[src/sv/usdt_pkg.sv]
package usdt_pkg;
    localparam int TableEntriesDefault = 16;
    localparam logic [15:0] FirstEphemeralPort = 16'd1024;
    localparam logic [15:0] UdpHeaderBytes = 16'd8;

    localparam logic [1:0] CMD_RECEIVE = 2'd0;
    localparam logic [1:0] CMD_CONNECT = 2'd1;
    localparam logic [1:0] CMD_LISTEN = 2'd2;
    localparam logic [1:0] CMD_DISCONNECT = 2'd3;

    localparam logic [2:0] ST_OK = 3'd0;
    localparam logic [2:0] ST_NO_MATCH = 3'd1;
    localparam logic [2:0] ST_SHORT = 3'd2;
    localparam logic [2:0] ST_FULL = 3'd3;
    localparam logic [2:0] ST_NO_ID = 3'd4;

    typedef struct packed {
        logic [15:0] local_port;
        logic [15:0] remote_port;
        logic [31:0] local_ip;
        logic [31:0] remote_ip;
        logic        listening;
        logic [15:0] id;
    } t_entry;

    typedef struct packed {
        logic [31:0] source_ip;
        logic [31:0] dest_ip;
        logic [15:0] source_port;
        logic [15:0] dest_port;
    } t_key;
endpackage

[src/sv/usdt_cell.sv]
// One table slot. Entries rotate one slot toward index 0 each shift cycle,
// so the controller sees every entry at slot 0 in table order.
module usdt_cell
    import usdt_pkg::*;
(
    input  logic   i_clk,
    input  logic   i_load,
    input  t_entry i_load_entry,
    input  logic   i_shift,
    input  t_entry i_neighbor,
    output t_entry o_entry
);
    t_entry r_entry;

    always_ff @(posedge i_clk) begin
        if (i_load) begin
            r_entry <= i_load_entry;
        end else if (i_shift) begin
            r_entry <= i_neighbor;
        end
    end

    assign o_entry = r_entry;
endmodule

[src/sv/udp_socket_demux_table.sv]
// Connect and listen pass from start through the DONE state to o_valid.
// Receive and disconnect also pass through SCAN, one full rotation of the
// cell ring, regardless of entry count. A new command is taken only while
// busy is low; busy stays high until the result strobe.
// Reset: count 0, next port 1024, next id 1, own_ip 0; slot contents undefined.
// The result strobe cannot be stalled by the receiver.
module udp_socket_demux_table
    import usdt_pkg::*;
#(
    parameter int TABLE_ENTRIES = TableEntriesDefault
) (
    input  logic        i_clk,
    input  logic        i_rst_n,
    input  logic        start,
    output logic        busy,
    input  logic [1:0]  i_command,
    input  logic [31:0] i_source_ip,
    input  logic [31:0] i_dest_ip,
    input  logic [15:0] i_source_port,
    input  logic [15:0] i_dest_port,
    input  logic [15:0] i_packet_length,
    input  logic [31:0] i_peer_ip,
    input  logic [15:0] i_port_arg,
    input  logic [15:0] i_target_id,
    input  logic        i_cfg_valid,
    output logic        o_cfg_ready,
    input  logic [31:0] i_cfg_data,
    output logic        o_valid,
    output logic [2:0]  o_status,
    output logic [15:0] o_socket_id,
    output logic [15:0] o_assigned_port,
    output logic [15:0] o_payload_length
);
    localparam int IW = (TABLE_ENTRIES > 1) ? $clog2(TABLE_ENTRIES) : 1;
    localparam int CW = $clog2(TABLE_ENTRIES + 1);

    localparam logic [1:0] S_IDLE = 2'd0;
    localparam logic [1:0] S_SCAN = 2'd1;
    localparam logic [1:0] S_DONE = 2'd2;

    logic [1:0]    r_state;
    logic [CW-1:0] r_count;
    logic [15:0]   r_next_port;
    logic [15:0]   r_next_id;
    logic [31:0]   r_own_ip;
    logic [CW-1:0] r_step;
    logic [1:0]    r_cmd;
    t_key          r_key;
    logic [15:0]   r_len;
    logic [15:0]   r_target;
    logic          r_found;
    logic [2:0]    r_status;
    logic [15:0]   r_sid;
    logic [15:0]   r_port;
    logic [15:0]   r_plen;
    t_entry        r_last;

    t_entry ring [TABLE_ENTRIES];
    logic   load [TABLE_ENTRIES];
    t_entry load_entry [TABLE_ENTRIES];
    logic   shift;

    logic   accept;
    logic   full;
    t_entry head;
    logic   valid_pos;
    logic   local_hit;
    logic   recv_hit;
    logic   disc_hit;
    t_entry head_new;
    t_entry created;

    assign accept = start && !busy;
    assign busy = r_state != S_IDLE;
    assign o_cfg_ready = r_state == S_IDLE;
    assign full = r_count == CW'(TABLE_ENTRIES);
    assign shift = r_state == S_SCAN;
    assign head = ring[0];

    // Position of the head entry in table order is r_step.
    assign valid_pos = r_step < r_count;
    assign local_hit = head.local_port == r_key.dest_port && head.local_ip == r_key.dest_ip;
    assign recv_hit = valid_pos && !r_found && r_len >= UdpHeaderBytes && local_hit &&
        (head.listening || (head.remote_port == r_key.source_port &&
                            head.remote_ip == r_key.source_ip));
    assign disc_hit = valid_pos && !r_found && r_target != 16'd0 && head.id == r_target;

    always_comb begin
        head_new = head;
        if (r_cmd == CMD_RECEIVE && recv_hit && head.listening) begin
            head_new.listening = 1'b0;
            head_new.remote_port = r_key.source_port;
            head_new.remote_ip = r_key.source_ip;
        end
        if (r_cmd == CMD_DISCONNECT && disc_hit) begin
            head_new = r_last;
        end
        created.local_port = (i_command == CMD_CONNECT) ? r_next_port : i_port_arg;
        created.local_ip = r_own_ip;
        created.remote_port = (i_command == CMD_CONNECT) ? i_port_arg : 16'd0;
        created.remote_ip = (i_command == CMD_CONNECT) ? i_peer_ip : 32'd0;
        created.listening = i_command == CMD_LISTEN;
        created.id = r_next_id;
    end

    for (genvar g = 0; g < TABLE_ENTRIES; g++) begin : g_cell
        t_entry neighbor;
        if (g == TABLE_ENTRIES - 1) begin : g_wrap
            assign neighbor = head_new;
        end else begin : g_mid
            assign neighbor = ring[g+1];
        end
        assign load[g] = accept && !full && (i_command == CMD_CONNECT ||
            i_command == CMD_LISTEN) && r_count == CW'(g);
        assign load_entry[g] = created;
        usdt_cell u_cell (
            .i_clk       (i_clk),
            .i_load      (load[g]),
            .i_load_entry(load_entry[g]),
            .i_shift     (shift),
            .i_neighbor  (neighbor),
            .o_entry     (ring[g])
        );
    end

    always_ff @(posedge i_clk) begin
        if (!i_rst_n) begin
            r_state <= S_IDLE;
            r_count <= '0;
            r_next_port <= FirstEphemeralPort;
            r_next_id <= 16'd1;
            r_own_ip <= 32'd0;
            o_valid <= 1'b0;
        end else begin
            o_valid <= 1'b0;
            if (i_cfg_valid && o_cfg_ready) begin
                r_own_ip <= i_cfg_data;
            end
            case (r_state)
                S_IDLE: begin
                    if (accept) begin
                        r_cmd <= i_command;
                        r_key <= '{i_source_ip, i_dest_ip, i_source_port, i_dest_port};
                        r_len <= i_packet_length;
                        r_target <= i_target_id;
                        r_step <= '0;
                        r_found <= 1'b0;
                        r_sid <= 16'd0;
                        r_port <= 16'd0;
                        r_plen <= 16'd0;
                        r_last <= ring[IW'(r_count - CW'(1))];
                        if (i_command == CMD_CONNECT || i_command == CMD_LISTEN) begin
                            r_state <= S_DONE;
                            if (full) begin
                                r_status <= ST_FULL;
                            end else begin
                                r_status <= ST_OK;
                                r_sid <= r_next_id;
                                r_port <= created.local_port;
                                r_count <= r_count + CW'(1);
                                r_next_id <= (r_next_id == 16'hFFFF) ? 16'd1
                                                                     : r_next_id + 16'd1;
                                if (i_command == CMD_CONNECT) begin
                                    r_next_port <= r_next_port + 16'd1;
                                end
                            end
                        end else begin
                            r_state <= S_SCAN;
                        end
                    end
                end
                S_SCAN: begin
                    r_step <= r_step + CW'(1);
                    if (r_cmd == CMD_RECEIVE && recv_hit) begin
                        r_found <= 1'b1;
                        r_sid <= head.id;
                        r_port <= head.local_port;
                        r_plen <= r_len - UdpHeaderBytes;
                    end
                    if (r_cmd == CMD_DISCONNECT && disc_hit) begin
                        r_found <= 1'b1;
                        r_sid <= r_target;
                        r_port <= head.local_port;
                    end
                    if (r_step == CW'(TABLE_ENTRIES - 1)) begin
                        r_state <= S_DONE;
                    end
                end
                S_DONE: begin
                    r_state <= S_IDLE;
                    o_valid <= 1'b1;
                    if (r_cmd == CMD_RECEIVE) begin
                        r_status <= r_len < UdpHeaderBytes ? ST_SHORT
                                  : (r_found ? ST_OK : ST_NO_MATCH);
                    end else if (r_cmd == CMD_DISCONNECT) begin
                        r_status <= r_found ? ST_OK : ST_NO_ID;
                        if (r_found) begin
                            r_count <= r_count - CW'(1);
                        end
                    end
                end
                default: r_state <= S_IDLE;
            endcase
        end
    end

    always_comb begin
        o_status = r_status;
        o_socket_id = r_sid;
        o_assigned_port = r_port;
        o_payload_length = r_plen;
        if (r_cmd == CMD_RECEIVE || r_cmd == CMD_DISCONNECT) begin
            if (!r_found) begin
                o_status = (r_cmd == CMD_DISCONNECT) ? ST_NO_ID
                         : (r_len < UdpHeaderBytes ? ST_SHORT : ST_NO_MATCH);
            end else begin
                o_status = ST_OK;
            end
        end
    end

`ifndef SYNTH
    a_count_bound: assert property (@(posedge i_clk) disable iff (!i_rst_n)
        r_count <= CW'(TABLE_ENTRIES)) else $error("entry count overflow");
    a_valid_pulse: assert property (@(posedge i_clk) disable iff (!i_rst_n)
        o_valid |=> !o_valid) else $error("result strobe held");
    a_busy_cfg: assert property (@(posedge i_clk) disable iff (!i_rst_n)
        busy |-> !o_cfg_ready) else $error("config open while busy");
    a_id_nonzero: assert property (@(posedge i_clk) disable iff (!i_rst_n)
        r_next_id != 16'd0) else $error("id zero allocated");
    a_hit_bound: assert property (@(posedge i_clk) disable iff (!i_rst_n)
        (r_state == S_DONE && r_cmd == CMD_DISCONNECT && r_found) |-> r_count != '0)
        else $error("disconnect on empty table");
`endif
endmodule
[config.mk]
export PLATFORM = sky130hd
export DESIGN_NAME = udp_socket_demux_table
export DESIGN_NICKNAME = d
export VERILOG_FILES = /design/src/sv/usdt_pkg.sv /design/src/sv/usdt_cell.sv /design/src/sv/udp_socket_demux_table.sv
export SDC_FILE = /design/constraint.sdc
export NUM_CORES = 2
export LEC_CHECK = 0
export BUFFER_PORTS_ARGS = -buffer_cell sky130_fd_sc_hd__buf_4
export CAP_MARGIN = 10
export CORE_MARGIN = 1.5
export CORE_UTILIZATION = 40
export CTS_CLUSTER_SIZE = 14
export DETAILED_ROUTE_END_ITERATION = 10
export PLACE_DENSITY = 0.56
export SETUP_SLACK_MARGIN = 0.5
export SYNTH_ARGS = -nofsm -noshare
export SYNTH_HDL_FRONTEND = slang
export SYNTH_SLANG_ARGS = --single-unit
export TNS_END_PERCENT = 10
[constraint.sdc]
create_clock -name i_clk -period 15.1 [get_ports i_clk]
set_input_delay 2.265 -clock i_clk [delete_from_list [all_inputs] [get_ports i_clk]]
set_output_delay 2.265 -clock i_clk [all_outputs]
set_load 0.02 [all_outputs]
==> flow_metrics.tcl <==
set metrics [dict create \
    n_fill_cell 22589 \
    avgSynthCellArea_um2 14.6 \
    period_minus_slack_ns 7.03 \
    cts.clk_slew.worst_paths_ns 0.06 \
    first_global_vias 63585 \
    syn_nets 7320 \
    ys_seq_area_share_pct 62.7 \
    ys.flop_type "edfxtp_1" \
    yosys-top-cells-area "edfxtp_1, mux4_2, mux2_2" \
    rsz0062_at_grt "false" \
    end_kind "flip-flop" \
    avgRoutedWirePerCell_um 30.4 \
    dr.first_iter.drc_count 7564 \
    h-tree-depth 4 \
    grt_pass1_wl_mm 468 \
    setup_viol_count_final 0 \
    cts_sinks 2180 \
    die_w_um 511 \
    firstDrtPassIters 6 \
    critPathSlowestCell "nor4_2" \
    path_class "primary input to flip-flop" \
    ys_ff_latch 2180 \
    r2r-start "r_count[0]" \
    cts_setup_buffers 0 \
    netlist_area_um2 103000 \
    worst-endpoint-required_ns 15.57 \
    ff2ff_path_depth 9 \
    cap_viol_max_count 0 \
    hold_path_end "g_cell[12].u_cell.o_entry[89]" \
    synthCells 7087 \
    p_per_area_nw_per_um2 136 \
    cp_num_cells 9 \
    timing_hold_violations_final 0 \
    place_inst 10233 \
    crit_path_start_kind "primary input" \
    cts_buffers 243 \
    postCtsHoldBufs 0 \
    crit_fanout 49 \
    hold_depth 2 \
    dieArea_um2 261000 \
    utilization_pct 45.3 \
    gp_congestion 0.792 \
    cts.repair.resized 0 \
    worst_pin_slew_ns 1.31 \
    core_um2 257000 \
    power_frac_seq_pct 47.9 \
    arrival_ns 7.50 \
    start_util_pct 40.2 \
    clock_power_share_pct 37.6 \
    final_area_um2 116000 \
    intPower_mw 11.7 \
    path_buf_inv 4 \
    finalCritPeriodShare_pct 46.6 \
    drtAntennaViolNets 0 \
    rows 186 \
    area_delta_synth_final_pct 12.6 \
    routed_wl_mm 325 \
    numPortBuffers 267 \
    crit_path_max_incr_delay_ns 0.83 \
    max_slew_margin_pct 12.8 \
    synth_top_area_share_pct 61.3 \
    synth_edf_count 2108 \
    ioPinCount 268 \
    status "finished clean" \
    grt_overflow 0 \
    switching_share_pct 26.2 \
    crit_chain "buf_4 -> inv_1 -> ha_1 -> or3_1 -> nor4_2 -> nand2_4 -> nand2_4 -> buf_4 -> buf_4" \
    max_freq_ghz 0.142 \
    busiest_layer "met2" \
    routed_via_density 6.00 \
    tns_ns 0 \
    reg2reg_to "g_cell[8].u_cell.o_entry[76]" \
    p_sw_mw 4.15 \
    antenna_found_initial 4 \
    hold_class "flip-flop to flip-flop" \
    dp_slack_ns 7.11 \
    cts_tree "yes" \
    nets 7327 \
    timing.final.max_slew_violations 0 \
    crit_family "simple AND/OR/NAND/NOR gates" \
    grt_util_met3_pct 3.75 \
    hold_start "g_cell[13].u_cell.o_entry[89]" \
    drive_gt1_share_pct 28.5 \
    drc 0 \
    p_leak_nw 39.8 \
    combPwrFrac_pct 14.6 \
    ctsLongestPathBuffers 4 \
    dpl-instance-area_um2 109000 \
    die_h_um 511 \
    setup_ws_ns 8.07 \
    ir_worst_vdd_v 0.0000929 \
    use_met1_pct 35.3 \
    crit_path_start "i_command[0]" \
    vias 64036 \
    cp_common_cell "buf_4" \
    cts-root-buf "clkbuf_16" \
    grt_use_met2_pct 38.2 \
    yosys.area.top_type "edfxtp_1" \
    reg2reg_slack_ns 8.32 \
    grt_max_degree 147 \
    yosysUniqueCellTypes 47 \
    yosysWarnings 0 \
    instances_no_fill 10679 \
    finalClockSkew_ns 0.0910 \
    layout_common_cells "edfxtp_1, nand2_1, o21ai_0" \
    async_flop_share_pct 0 \
    worstSkewPairLatency_ns 0.92 \
    hpwl_mm 187 \
    layout_commonest_cell "edfxtp_1" \
    grt_usage_pct 24.5 \
]
==> per-layer routing <==
layer	vias up	routed length, um
li1	27210	-
met5	-	0
met2	2873	149000
met4	0	9990
met1	33500	141000
met3	453	25000
==> worst max-delay path by stage <==
stage	slack, ns	endpoint
after global routing	7.80	g_cell[8].u_cell.o_entry[102]
after CTS	8.02	g_cell[8].u_cell.o_entry[76]
final	8.07	g_cell[8].u_cell.o_entry[76]
after global placement	7.16	g_cell[8].u_cell.o_entry[64]
after detailed placement	7.11	g_cell[8].u_cell.o_entry[59]
after floorplan	1.43	r_cmd[0]
==> cell usage after synthesis, types with 16 or more instances <==
master and instances:
a21oi_1 91, nand2_1 1252, o31ai_1 50, nor2_1 66, o21ai_0 1033, xor2_1 80
mux4_2 565, dfxtp_1 72, clkbuf_1 484, ha_1 19, nor4_1 25, nand4_1 26
a22o_1 16, buf_1 119, mux2_2 735, edfxtp_1 2108, inv_1 19, mux2i_1 145
xnor2_1 76
==> sequential cells by signal (all words and copies together), names as in the netlist, 3 cells and up <==
register / flops
o_payload_length: 16
r_last: 113
r_count: 5
r_step: 5
o_assigned_port: 16
r_own_ip: 32
r_status: 3
g_cell.u_cell.o_entry: 1808
r_len: 16
r_next_port: 16
o_socket_id: 16
r_target: 16
r_key: 96
r_next_id: 16
==> power groups by stage <==
| stage | clock (mW) | sequential (mW) | combinational (mW) |
|---|---|---|---|
| after global routing | 6.24 | 7.62 | 2.44 |
| after global placement | 0 | 7.68 | 2.29 |
| after floorplan | 0 | 7.59 | 1.52 |
| final | 5.95 | 7.58 | 2.31 |
| after detailed placement | 0 | 7.69 | 2.31 |
| after CTS | 6.03 | 7.57 | 2.32 |
==> cells by family (layout without fill, tap and decap cells) <==
kind of cell	after synthesis	in the layout	share of synthesized area, %
flip-flops	2180	2180	62.7
AND/OR/NAND/NOR	1446	1446	5.59
multiplexers	1445	1445	21.8
AO/OA/AOI/OAI	1200	1200	6.02
buffers and inverters	641	846	2.37
XOR/XNOR	156	156	1.32
adder cells (fa/ha/maj)	19	19	0.230
other	0	3	0
==> final cells by class <==
cell class              count  area, um^2  area share (%)
inverters                  20        76.3          0.0656
well taps                3384        4230            3.64
clock inverters           133        1350            1.16
repair buffers            383        3010            2.59
flip-flops and latches   2180       64700            55.7
clock buffers             310        6410            5.52
diodes                      3        7.51         0.00646
multi-input cells        4266       36400            31.3
==> worst reg2reg max path, cell delays in order (launching register included) <==
cell and delay (ns):
dfxtp_4 0.89, inv_1 0.30, ha_4 0.29, and4bb_1 0.27, or3_1 0.71, nor4_2 0.84, nand2_4 0.66, nand2_4 0.78
buf_4 0.73, buf_4 0.86
==> per-stage QoR <==
stage / total power, mW / hold WS, ns
floorplan: 9.12 / 0.479
global placement: 9.97 / 0.508
detailed placement: 10.0 / 0.507
CTS: 15.9 / 0.499
global route: 16.3 / 0.517
finish: 15.8 / 0.491
Power figures use the tool's default switching activity.
